`config.mk`:
```
export PLATFORM = sky130hd
export DESIGN_NAME = earliest_finish_task_dispatch_unit
export DESIGN_NICKNAME = d
export VERILOG_FILES = /design/src/design/eftd_pkg.sv /design/src/design/earliest_finish_task_dispatch_unit.sv
export SDC_FILE = /design/constraint.sdc
export NUM_CORES = 1
export LEC_CHECK = 0
export BUFFER_PORTS_ARGS = -buffer_cell sky130_fd_sc_hd__buf_4
export CORE_ASPECT_RATIO = 0.5
export CORE_MARGIN = 5
export CORE_UTILIZATION = 52
export CTS_CLUSTER_DIAMETER = 100
export DETAILED_ROUTE_END_ITERATION = 10
export PLACE_DENSITY = 0.66
export SLEW_MARGIN = 10
export SYNTH_ARGS = -nofsm -noshare
export SYNTH_HDL_FRONTEND = slang
export SYNTH_SLANG_ARGS = --single-unit
```
`constraint.sdc`:
```
create_clock -name clk -period 6 [get_ports clk]
set_input_delay 1.2 -clock clk [delete_from_list [all_inputs] [get_ports clk]]
set_output_delay 1.2 -clock clk [all_outputs]
set_load 0.1 [all_outputs]
```
`src/design/eftd_pkg.sv`:
```
package eftd_pkg;

    localparam int MAX_RESOURCES = 8;
    localparam int NUM_TYPES     = 4;

    localparam int TIME_W     = 48;
    localparam int EXEC_W     = 32;
    localparam int TYPE_W     = 2;
    localparam int MAP_W      = 16;
    localparam int COUNT_W    = 4;
    localparam int RIDX_W     = 3;
    localparam int CFG_IDX_W  = 2;
    localparam int CFG_DATA_W = 16;

    // resource index and loop counter widths follow the resource count
    localparam int RES_W = (MAX_RESOURCES > 1) ? $clog2(MAX_RESOURCES) : 1;
    localparam int CNT_W = $clog2(MAX_RESOURCES + 1);

    // digit-serial datapath
    localparam int DIG_W     = 16;
    localparam int N_DIG     = TIME_W / DIG_W;
    localparam int DIG_CNT_W = (N_DIG > 1) ? $clog2(N_DIG) : 1;

    // configuration register indexes
    localparam logic [CFG_IDX_W-1:0] CFG_RESOURCES_IN_USE  = 2'd0;
    localparam logic [CFG_IDX_W-1:0] CFG_RESOURCE_TYPE_MAP = 2'd1;
    localparam logic [CFG_IDX_W-1:0] CFG_QUEUEING_ENABLE   = 2'd2;

    // opcodes
    localparam logic OP_SCHEDULE = 1'b0;
    localparam logic OP_FINISH   = 1'b1;

    typedef struct packed {
        logic              opcode;
        logic [TIME_W-1:0] now_time;
        logic [3:0]        supported_mask;
        logic [EXEC_W-1:0] exec_time_type0;
        logic [EXEC_W-1:0] exec_time_type1;
        logic [EXEC_W-1:0] exec_time_type2;
        logic [EXEC_W-1:0] exec_time_type3;
        logic [RIDX_W-1:0] finished_resource;
    } in_item_t;

    typedef struct packed {
        logic              assigned;
        logic [RIDX_W-1:0] chosen_res;
        logic [TIME_W-1:0] end_time;
    } out_item_t;

endpackage

```
`src/design/earliest_finish_task_dispatch_unit.sv`:
```
// Earliest-finish-time task dispatcher. Each input transfer is either a
// schedule request (one ready task with its supported type mask, per-type
// execution time and the present time) or a finish report that clears one
// resource's busy mark. For a schedule request the unit walks the resources
// in use from the highest index down, and for each one whose type the task
// supports forms max(avail, now) + exec on a 16-bit digit-serial datapath:
// the availability time is compared against the present time, least
// significant digit first, then the execution time is added and the sum is
// compared against the best finish so far. Ties keep the higher
// index. The winner's availability becomes the finish time, saturated to
// 48 bits, and it is marked busy; with queueing disabled a busy winner
// refuses the task and nothing changes. Every request yields exactly one
// result transfer. The pace of schedule requests is set by the single 16-bit
// add/compare digit unit that every supported resource passes through. A
// finished result waits in the output register while the next request is
// already being worked on. Configuration is written through a plain write
// port (no read-back) and must only be changed while the unit is idle.
module earliest_finish_task_dispatch_unit (
    input  logic                              clk,
    input  logic                              rst_n,
    input  logic                              in_valid,
    output logic                              in_stall,
    input  eftd_pkg::in_item_t                in_data,
    output logic                              out_valid,
    input  logic                              out_stall,
    output eftd_pkg::out_item_t               out_data,
    input  logic                              cfg_we,
    input  logic [eftd_pkg::CFG_IDX_W-1:0]    cfg_index,
    input  logic [eftd_pkg::CFG_DATA_W-1:0]   cfg_data
);
    import eftd_pkg::*;

    localparam logic [2:0] S_IDLE = 3'd0;
    localparam logic [2:0] S_LOAD = 3'd1;
    localparam logic [2:0] S_CMP  = 3'd2;
    localparam logic [2:0] S_ADD  = 3'd3;
    localparam logic [2:0] S_DONE = 3'd4;

    // Type of resource r; resources past the map's bits read as type 0.
    function automatic logic [TYPE_W-1:0] type_of(input logic [MAP_W-1:0] map,
                                                  input logic [RES_W-1:0] r);
        logic [MAP_W-1:0] sh;
        sh = map >> (TYPE_W * 32'(r));
        if (32'(r) >= MAP_W / TYPE_W)
        begin
            return '0;
        end
        return sh[TYPE_W-1:0];
    endfunction

    // ---------------- configuration ----------------
    logic [COUNT_W-1:0] res_in_use_reg;
    logic [MAP_W-1:0]   type_map_reg;
    logic               queue_en_reg;

    // ---------------- control state ----------------
    logic [2:0]           state_reg,  state_next;
    logic [CNT_W-1:0]     cnt_reg,    cnt_next;
    logic [DIG_CNT_W-1:0] dig_reg,    dig_next;
    logic                 lt_reg,     lt_next;     // avail < now so far
    logic                 ltb_reg,    ltb_next;    // new sum < best so far
    logic                 carry_reg,  carry_next;
    logic                 found_reg,  found_next;
    logic [RES_W-1:0]     best_idx_reg, best_idx_next;
    logic                 out_valid_reg, out_valid_next;
    logic [TIME_W-1:0]    avail_reg [MAX_RESOURCES];
    logic [MAX_RESOURCES-1:0] busy_reg, busy_next;

    // ---------------- datapath registers ----------------
    logic                 op_reg;
    logic [3:0]           mask_reg;
    logic [EXEC_W-1:0]    exec_reg [4];
    logic [RIDX_W-1:0]    fin_reg;
    logic [TIME_W-1:0]    a_sr_reg, a_sr_next;     // availability under test
    logic [TIME_W-1:0]    n_sr_reg, n_sr_next;     // present time
    logic [TIME_W-1:0]    e_sr_reg, e_sr_next;     // execution time
    logic [TIME_W-1:0]    ft_sr_reg, ft_sr_next;   // sum being formed
    logic [TIME_W-1:0]    best_sr_reg, best_sr_next;
    logic                 best_hi_reg, best_hi_next; // carry bit of the best sum
    out_item_t            out_data_reg, out_data_next;

    // ---------------- combinational helpers ----------------
    logic                 accept;
    logic                 load_out;
    logic [CNT_W-1:0]     n_start;
    logic [CNT_W-1:0]     cnt_m1;
    logic [RES_W-1:0]     cur_r;
    logic [TYPE_W-1:0]    cur_t;
    logic                 cur_sup;
    logic [EXEC_W-1:0]    cur_exec;
    logic [DIG_W-1:0]     a_d, n_d, e_d, b_d, s_d, sum_d;
    logic [DIG_W:0]       add_w;
    logic                 dig_last;
    logic                 ltb_d;
    logic                 better;
    logic [TIME_W-1:0]    ft_full;
    logic [TIME_W-1:0]    sat_ft;
    logic                 refuse;
    logic [MAX_RESOURCES-1:0] best_bit, fin_bit;

    assign accept   = in_valid && !in_stall;
    assign in_stall = (state_reg != S_IDLE);
    assign load_out = (state_reg == S_DONE) && (!out_valid_reg || !out_stall);

    assign n_start  = (32'(res_in_use_reg) > MAX_RESOURCES) ? CNT_W'(MAX_RESOURCES)
                                                            : CNT_W'(res_in_use_reg);
    assign cnt_m1   = cnt_reg - 1'b1;
    assign cur_r    = cnt_m1[RES_W-1:0];
    assign cur_t    = type_of(type_map_reg, cur_r);
    assign cur_sup  = (32'(cur_t) < NUM_TYPES) && mask_reg[cur_t];
    assign cur_exec = exec_reg[cur_t];

    // low digits of the rotating operands
    assign a_d      = a_sr_reg[DIG_W-1:0];
    assign n_d      = n_sr_reg[DIG_W-1:0];
    assign e_d      = e_sr_reg[DIG_W-1:0];
    assign b_d      = best_sr_reg[DIG_W-1:0];
    assign s_d      = lt_reg ? n_d : a_d;
    assign add_w    = {1'b0, s_d} + {1'b0, e_d} + {{DIG_W{1'b0}}, carry_reg};
    assign sum_d    = add_w[DIG_W-1:0];
    assign dig_last = (32'(dig_reg) == N_DIG - 1);
    assign ft_full  = {sum_d, ft_sr_reg[TIME_W-1:DIG_W]};

    // running sum-below-best compare, this digit included
    assign ltb_d    = (sum_d < b_d) || ((sum_d == b_d) && ltb_reg);

    // strict less-than keeps the earlier (higher-index) resource on a tie
    assign better   = !found_reg
                   || (!add_w[DIG_W] && best_hi_reg)
                   || ((add_w[DIG_W] == best_hi_reg) && ltb_d);

    assign sat_ft   = best_hi_reg ? {TIME_W{1'b1}} : best_sr_reg;
    assign best_bit = MAX_RESOURCES'(1) << best_idx_reg;
    assign fin_bit  = MAX_RESOURCES'(1) << fin_reg;
    assign refuse   = !queue_en_reg && ((busy_reg & best_bit) != '0);

    always_comb
    begin
        state_next     = state_reg;
        cnt_next       = cnt_reg;
        dig_next       = dig_reg;
        lt_next        = lt_reg;
        ltb_next       = ltb_reg;
        carry_next     = carry_reg;
        found_next     = found_reg;
        best_idx_next  = best_idx_reg;
        busy_next      = busy_reg;
        a_sr_next      = a_sr_reg;
        n_sr_next      = n_sr_reg;
        e_sr_next      = e_sr_reg;
        ft_sr_next     = ft_sr_reg;
        best_sr_next   = best_sr_reg;
        best_hi_next   = best_hi_reg;
        out_data_next  = out_data_reg;
        out_valid_next = out_valid_reg && out_stall;

        unique case (state_reg)
            S_IDLE:
            begin
                if (accept)
                begin
                    n_sr_next  = in_data.now_time;
                    cnt_next   = n_start;
                    found_next = 1'b0;
                    state_next = (in_data.opcode == OP_FINISH) ? S_DONE : S_LOAD;
                end
            end
            S_LOAD:
            begin
                if (cnt_reg == '0)
                begin
                    state_next = S_DONE;
                end
                else if (cur_sup)
                begin
                    a_sr_next  = avail_reg[cur_r];
                    e_sr_next  = TIME_W'(cur_exec);
                    dig_next   = '0;
                    lt_next    = 1'b0;
                    state_next = S_CMP;
                end
                else
                begin
                    cnt_next = cnt_m1;
                end
            end
            S_CMP:
            begin
                // compare availability with present time, low digit first
                lt_next   = (a_d < n_d) || ((a_d == n_d) && lt_reg);
                a_sr_next = {a_d, a_sr_reg[TIME_W-1:DIG_W]};
                n_sr_next = {n_d, n_sr_reg[TIME_W-1:DIG_W]};
                dig_next  = dig_reg + 1'b1;
                if (dig_last)
                begin
                    dig_next   = '0;
                    carry_next = 1'b0;
                    ltb_next   = 1'b0;
                    state_next = S_ADD;
                end
            end
            S_ADD:
            begin
                // add one digit of the start time and the execution time
                carry_next   = add_w[DIG_W];
                ltb_next     = ltb_d;
                a_sr_next    = {a_d, a_sr_reg[TIME_W-1:DIG_W]};
                n_sr_next    = {n_d, n_sr_reg[TIME_W-1:DIG_W]};
                e_sr_next    = {e_d, e_sr_reg[TIME_W-1:DIG_W]};
                best_sr_next = {b_d, best_sr_reg[TIME_W-1:DIG_W]};
                ft_sr_next   = ft_full;
                dig_next     = dig_reg + 1'b1;
                if (dig_last)
                begin
                    if (better)
                    begin
                        best_sr_next  = ft_full;
                        best_hi_next  = add_w[DIG_W];
                        best_idx_next = cur_r;
                        found_next    = 1'b1;
                    end
                    cnt_next   = cnt_m1;
                    state_next = S_LOAD;
                end
            end
            S_DONE:
            begin
                if (load_out)
                begin
                    out_valid_next = 1'b1;
                    out_data_next  = '0;
                    if (op_reg == OP_FINISH)
                    begin
                        busy_next                = busy_reg & ~fin_bit;
                        out_data_next.chosen_res = fin_reg;
                    end
                    else if (found_reg)
                    begin
                        out_data_next.chosen_res = RIDX_W'(best_idx_reg);
                        if (!refuse)
                        begin
                            busy_next              = busy_reg | best_bit;
                            out_data_next.assigned = 1'b1;
                            out_data_next.end_time = sat_ft;
                        end
                    end
                    state_next = S_IDLE;
                end
            end
            default:
            begin
                state_next = S_IDLE;
            end
        endcase
    end

    // control state, configuration and stored availability
    always_ff @(posedge clk or negedge rst_n)
    begin
        if (!rst_n)
        begin
            state_reg      <= S_IDLE;
            cnt_reg        <= '0;
            dig_reg        <= '0;
            lt_reg         <= 1'b0;
            ltb_reg        <= 1'b0;
            carry_reg      <= 1'b0;
            found_reg      <= 1'b0;
            best_idx_reg   <= '0;
            out_valid_reg  <= 1'b0;
            busy_reg       <= '0;
            res_in_use_reg <= COUNT_W'(8);
            type_map_reg   <= '0;
            queue_en_reg   <= 1'b1;
            for (int i = 0; i < MAX_RESOURCES; i++)
            begin
                avail_reg[i] <= '0;
            end
        end
        else
        begin
            state_reg     <= state_next;
            cnt_reg       <= cnt_next;
            dig_reg       <= dig_next;
            lt_reg        <= lt_next;
            ltb_reg       <= ltb_next;
            carry_reg     <= carry_next;
            found_reg     <= found_next;
            best_idx_reg  <= best_idx_next;
            out_valid_reg <= out_valid_next;
            busy_reg      <= busy_next;
            if (load_out && op_reg == OP_SCHEDULE && found_reg && !refuse)
            begin
                avail_reg[best_idx_reg] <= sat_ft;
            end
            if (cfg_we)
            begin
                unique case (cfg_index)
                    CFG_RESOURCES_IN_USE:  res_in_use_reg <= cfg_data[COUNT_W-1:0];
                    CFG_RESOURCE_TYPE_MAP: type_map_reg   <= cfg_data[MAP_W-1:0];
                    CFG_QUEUEING_ENABLE:   queue_en_reg   <= cfg_data[0];
                    default:               ;
                endcase
            end
        end
    end

    // payload registers
    always_ff @(posedge clk)
    begin
        if (accept)
        begin
            op_reg      <= in_data.opcode;
            mask_reg    <= in_data.supported_mask;
            exec_reg[0] <= in_data.exec_time_type0;
            exec_reg[1] <= in_data.exec_time_type1;
            exec_reg[2] <= in_data.exec_time_type2;
            exec_reg[3] <= in_data.exec_time_type3;
            fin_reg     <= in_data.finished_resource;
        end
        a_sr_reg     <= a_sr_next;
        n_sr_reg     <= n_sr_next;
        e_sr_reg     <= e_sr_next;
        ft_sr_reg    <= ft_sr_next;
        best_sr_reg  <= best_sr_next;
        best_hi_reg  <= best_hi_next;
        out_data_reg <= out_data_next;
    end

    assign out_valid = out_valid_reg;
    assign out_data  = out_data_reg;

    // ---------------- assertions ----------------
    a_new_result_from_done: assert property (@(posedge clk) disable iff (!rst_n)
        $rose(out_valid_reg) |-> $past(state_reg) == S_DONE)
        else $error("result transfer appeared outside the done step");

    a_assigned_written_back: assert property (@(posedge clk) disable iff (!rst_n)
        load_out |=> (!out_data_reg.assigned
                      || (avail_reg[best_idx_reg] == out_data_reg.end_time
                          && busy_reg[best_idx_reg])))
        else $error("assigned finish time not stored or resource not marked busy");

    a_walk_has_resource: assert property (@(posedge clk) disable iff (!rst_n)
        (state_reg == S_CMP || state_reg == S_ADD) |-> cnt_reg != '0)
        else $error("digit pass running with no resource left");

    a_unassigned_zero_time: assert property (@(posedge clk) disable iff (!rst_n)
        (out_valid_reg && !out_data_reg.assigned) |-> out_data_reg.end_time == '0)
        else $error("unassigned result carries a finish time");

endmodule
```
**After elaboration in Yosys (flattened, before gate mapping)**

Memory sizes are Yosys's and may differ from the RTL's.
Cells that the tools add are included.

- Register bits after elaboration: 731
- Bits in latches: 0
- Bits in writable memories: 128
- Memory bits (read-only): 0
- Input bits: 207
- Output and inout port bits: 54
- Memories kept: 1

Memory list:

| name | words | bits a word | rd ports | clocked after Yosys merged registers in | write ports | line | text |
|---|---|---|---|---|---|---|---|
| exec_reg | 4 | 32 | 1 | 0 | 4 | earliest_finish_task_dispatch_unit.sv:72 | `logic [EXEC_W-1:0] exec_reg [4];` |

- Add/subtract/negate cells: 4
- $mul: 0
- Divide/modulo/power cells: 0
- Magnitude comparators: 7
- Equality and inequality tests: 20
- Shift operators: 3
- Multiplexer cells: 59
- Bitwise logic cells: 8
- Reduce and logical (&&, ||, !) cells: 56

Operator list:

| kind | number |
|---|---|
| $mux W48 | 12 |
| $bwmux W384 | 1 |
| $pmux W48 S2 | 3 |
| $bmux W48 S3 | 1 |
| $demux W48 S3 | 1 |
| $mux W51 | 1 |
| $eq A16 B16 Y1 | 2 |
| $lt A16 B16 Y1 | 2 |
| $mux W3 | 8 |
| $mux W8 | 3 |
| $mux W4 | 5 |
| $ne A2 B2 Y1 const B | 9 |
| $add A16 B16 Y17 | 1 |
| $add A17 B1 Y17 | 1 |
| $and A8 B8 Y8 | 2 |
| $mux W16 | 1 |
| $shl A1 B3 Y8 const A | 2 |
| $shr A16 B4 Y2 | 1 |
| $pmux W3 S5 | 1 |
| $reduce_and A3 Y1 | 5 |
| $reduce_bool A2 Y1 | 7 |
| $logic_and A1 B1 Y1 | 12 |
| $mux W1 | 12 |
| $pmux W4 S3 | 1 |
| other kinds (33) | 63 |

**Longest topological paths before layout**

- Depth after elaboration: 11
- Gate-level depth with buffers: 23

**Worst setup path after synthesis**

OpenSTA, ideal clock, no wires.

- Kind: input port to flip-flop
- From: input out_stall
- To: register avail_reg[375] in the netlist's numbering
- Library setup time: 0.139 ns
- Arrival: 5.345 ns
- Path slack: 0.516 ns
- Cell stages on the path: 8
- Path buffers: 3
- Cells stage by stage: a21oi_1 nand4b_1 or4_1 buf_2 buf_2 buf_6 nand2_1 o21ai_0

- Cells in the longest elaborated chain, start to end: 6

Ends and longest elaborated chain:

| what | line | text |
|---|---|---|
| from (decl) | earliest_finish_task_dispatch_unit.sv:25 | `input logic out_stall,` |
| $logic_not A1 Y1 | earliest_finish_task_dispatch_unit.sv:103 | `assign load_out = (state_reg == S_DONE) && (!out_valid_reg \|\| !out_stall);` |
| $logic_or A1 B1 Y1 | earliest_finish_task_dispatch_unit.sv:103 |  |
| $logic_and A1 B1 Y1 | earliest_finish_task_dispatch_unit.sv:103 |  |
| $logic_and A1 B1 Y1 (3 in a row) | earliest_finish_task_dispatch_unit.sv:292 | `if (load_out && op_reg == OP_SCHEDULE && found_reg && !refuse)` |
| to (signal, indexed assignment) | earliest_finish_task_dispatch_unit.sv:294 | `avail_reg[best_idx_reg] <= sat_ft;` |
| to (decl) | earliest_finish_task_dispatch_unit.sv:66 | `logic [TIME_W-1:0] avail_reg [MAX_RESOURCES];` |

Every way passes these cells.
A chain may end at the register's enable or synchronous reset.

**Final worst setup path**

- From: register lt_reg
- To: register best_sr_reg[8], data pin

- Cells in the longest elaborated chain, start to end: 10

Ends and longest elaborated chain:

| what | line | text |
|---|---|---|
| from (decl) | earliest_finish_task_dispatch_unit.sv:60 | `logic lt_reg, lt_next;` |
| from (signal assigned) | earliest_finish_task_dispatch_unit.sv:285 | `lt_reg <= lt_next;` |
| $mux W16 * | earliest_finish_task_dispatch_unit.sv:118 | `assign s_d = lt_reg ? n_d : a_d;` |
| $add A16 B16 Y17 * | earliest_finish_task_dispatch_unit.sv:119 | `assign add_w = {1'b0, s_d} + {1'b0, e_d} + {{DIG_W{1'b0}}, carry_reg};` |
| $add A17 B1 Y17 * | earliest_finish_task_dispatch_unit.sv:119 |  |
| named net add_w[15] | earliest_finish_task_dispatch_unit.sv:92 | `logic [DIG_W:0] add_w;` |
| parallel branches: the longest is 2 deep, another holds $lt A16 B16 Y1 | n/a |  |
| $logic_or A1 B1 Y1 * | earliest_finish_task_dispatch_unit.sv:125 | `assign ltb_d = (sum_d < b_d) \|\| ((sum_d == b_d) && ltb_reg);` |
| $logic_and A1 B1 Y1 * | earliest_finish_task_dispatch_unit.sv:130 | `\|\| ((add_w[DIG_W] == best_hi_reg) && ltb_d);` |
| $logic_or A1 B1 Y1 * | earliest_finish_task_dispatch_unit.sv:130 |  |
| $mux W48 * | earliest_finish_task_dispatch_unit.sv:215 | `if (better)` |
| $mux W48 * | earliest_finish_task_dispatch_unit.sv:213 | `if (dig_last)` |
| to (signal assigned) | earliest_finish_task_dispatch_unit.sv:325 | `best_sr_reg <= best_sr_next;` |
| to (decl) | earliest_finish_task_dispatch_unit.sv:78 | `logic [TIME_W-1:0] best_sr_reg, best_sr_next;` |

Mark *: on every way through the listed nets, which the timed path passes.

==> results.txt <==
outcome: finished clean
DR DRC count: 0
Post-CTS Setup Inserts: 0
CORE AREA: 68920 sq um
Syn Std Cell Area: 36180 sq um
Routed WL: 91240 microns
Setup WS post-layout: 450.2 ps
reg-to-reg slack, setup: 450 ps
Routed Antenna Nets: 0
Gate Count Post-Synth: 3043
largest net degree at the start of global routing: 146
Storage cell area: 23170 sq um
Ys Warns: 0
Worst setup EP type: flop
Peak VDD IR: 0.5170 mV
met2 Usage GRT: 0.3662
CTS tree: built
kind of critical path: flop to flop
global-route wire length before repair: 140000 microns
worst-path fanout max: 46
hold_sp: ft_sr_reg[32]
vias in the first global route: 23360
die width: 383.0 microns
LEAKAGE: 0.01739 uW
Die Span Y: 196.5 microns
layout cells sized above 1: 0.1868
Initial Utilization: 0.5250
CTS Buf Count: 74
initial antenna violation count: 4
Req. time, crit path: 6390 ps
met3 Usage GRT: 0.07091
slew margin rel.: 0.2039
1st-iter DRT viols: 2157
Slew @ Worst Pin: 1194 ps
synthesized area per cell: 11.89 sq um
cell depth of the worst flop-to-flop path: 16
EDFF count, synth: 413
synthesis-to-layout area growth: 13.82%
final non-filler cell area: 41180 sq um
TNS Setup: 0 ps
Final Cycle Share: 0.9250
CTS root buffer: clkbuf_16
Die Area: 75280 sq um
worst skew pair latency: 650 ps
Worst Skew: 27.55 ps
sequential fraction of the synthesis area: 0.6402
RSZ-0062 raised after global routing: no
critical path arrival: 5940 ps
Hold Fails Final Rpt: 0
reg2reg end: best_sr_reg[8]
Rows: 68
remaining global-route overflow: 0
Routability Congestion: 0.8593
Post-DP Area: 38890 sq um
min Tclk post-route: 5550 ps
via density per instance: 5.605
Async S/R FF share, synth: 0.5101
Distinct cells, synth: 59
CP Launch Type: flop
max-slew violations: 0
pre-CTS setup slack: 380.8 ps
CTS max path bufs: 3
met1 usage: 0.3523
multi-input logic area: 12050 sq um
setup violators final: 0
max reg flops: 384
Hold Path Stages: 0
final core utilization: 0.5975
I/O Buffers: 260
I/O pin cnt: 261
maxcap violations: 0
wire length per cell: 21.76 microns
FMAX: 180.2 MHz
Total Routing Usage GR: 0.2435
Detailed Routing Iterations Pass 1: 7
reg2reg start: lt_reg
pwr dens: 533.5 nW/um^2
post-CTS sizing: 0
CTS clk-pin slew, worst paths: 70 ps
fin nets: 3484
end of the worst hold path: ft_sr_reg[16]
Min-Delay Path Class: flop to flop
DP HPWL: 58910 microns
Hold-fix buffers, CTS: 0
number of fill cells: 5652
Synth Net Count: 3305
Sink Count: 843
H-tree depth: 3
grt peak-use layer: met2
Most used DFF post-synth: dfrtp_1
synthesized flop and latch total: 843
vias: 23500
Hold Slack: 447.3 ps
## synth_stat cells, types with 11 or more instances
library cell / number / area [sq um]
mux4_2: 101 / 2275
inv_1: 57 / 214.0
a21o_1: 16 / 120.1
mux2_2: 78 / 878.3
clkbuf_1: 123 / 461.7
a21oi_1: 34 / 170.2
mux2i_1: 59 / 590.6
nand3_1: 38 / 190.2
o21ai_1: 34 / 170.2
nor2b_1: 11 / 68.82
nand2b_1: 12 / 75.07
and3_1: 17 / 106.4
buf_2: 55 / 275.3
nor2_1: 117 / 439.2
nand2_1: 776 / 2913
o21ai_0: 509 / 2547
edfxtp_1: 413 / 12400
ha_1: 53 / 663.1
dfrtp_1: 428 / 10710
## layout by cell type (no fill, tap or decap), drive strengths merged, types with 7 or more instances in the layout
cell and n:
inv 62, nand3b 7, a21oi 34, mux2i 59, mux4 101, ha 53
edfxtp 413, buf 297, xnor2 8, dfrtp 428, clkinv 34, nand3 38
mux2 78, nor2 118, clkinvlp 8, and3 17, nor2b 11, nand4 8
o21ai 544, nor3 9, nand2 776, clkbuf 88, o21a 7, a21o 16
nand2b 12
## report_power, final
part           leakage (uW)  internal [uW]  switching, uW
combinational       0.00639           2870           5590
clock               0.00111           2450           2190
sequential          0.00989           8000            877
total                0.0174          13300           8650
## metal layers
| layer | vias to the layer above | wire [microns] |
|---|---|---|
| met5 | - | 27 |
| met3 | 118 | 7452 |
| met4 | 4 | 2011 |
| li1 | 11070 | - |
| met2 | 683 | 40810 |
| met1 | 11630 | 40940 |
## kinds of logic (layout without fill, tap and decap cells)
group           count (synthesis)  after routing  synth area share
compound gates                629            629           0.09123
buf+inv                       252            491           0.02960
mux                           238            238            0.1035
other cells                     0              1                 0
xor+xnor                       13             13          0.003355
simple gates                 1013           1013            0.1127
fa+ha+maj                      55             55           0.01944
flops                         843            843            0.6402
## cell type report
type                            instances  area share
Tap cell                              910     0.02765
Sequential cell                       843      0.5626
Clock inverter                         48    0.007748
Timing Repair Buffer                  297     0.05624
Inverter                               58    0.005408
Multi-Input combinational cell       1948      0.2926
Clock buffer                           88     0.04773
Antenna cell                            1  0.00006077
## how the worst max path moves through the flow
stage	start	to	slack (ps)	depth (start not counted)
CTS	lt_reg	best_sr_reg[29]	370	16
finish	lt_reg	best_sr_reg[8]	450	16
global placement	lt_reg	best_sr_reg[0]	580	16
detailed placement	lt_reg	best_sr_reg[29]	380	16
floorplan	out_stall	avail_reg[375]	520	8
global route	lt_reg	best_sr_reg[29]	120	18
## critical path, stage by stage, from the launching register on
cell	delay [ps]
dfrtp_1	670
buf_4	270
mux2_2	340
ha_1	360
a21o_1	250
nand3b_1	180
a221oi_1	510
o221ai_1	230
xor2_1	220
ha_1	330
nand4_1	170
or3_1	420
nor3_1	230
a21oi_1	150
o32ai_4	160
buf_6	380
mux2_2	380
## through the flow
step,std cells,total power (uW)
final,4193,21970
after CTS,4192,22100
after floorplan,3043,14430
after global routing,4192,23310
after detailed placement,4056,17430
after global placement,4056,17230
Note: power is estimated with default switching activity, not from simulation.
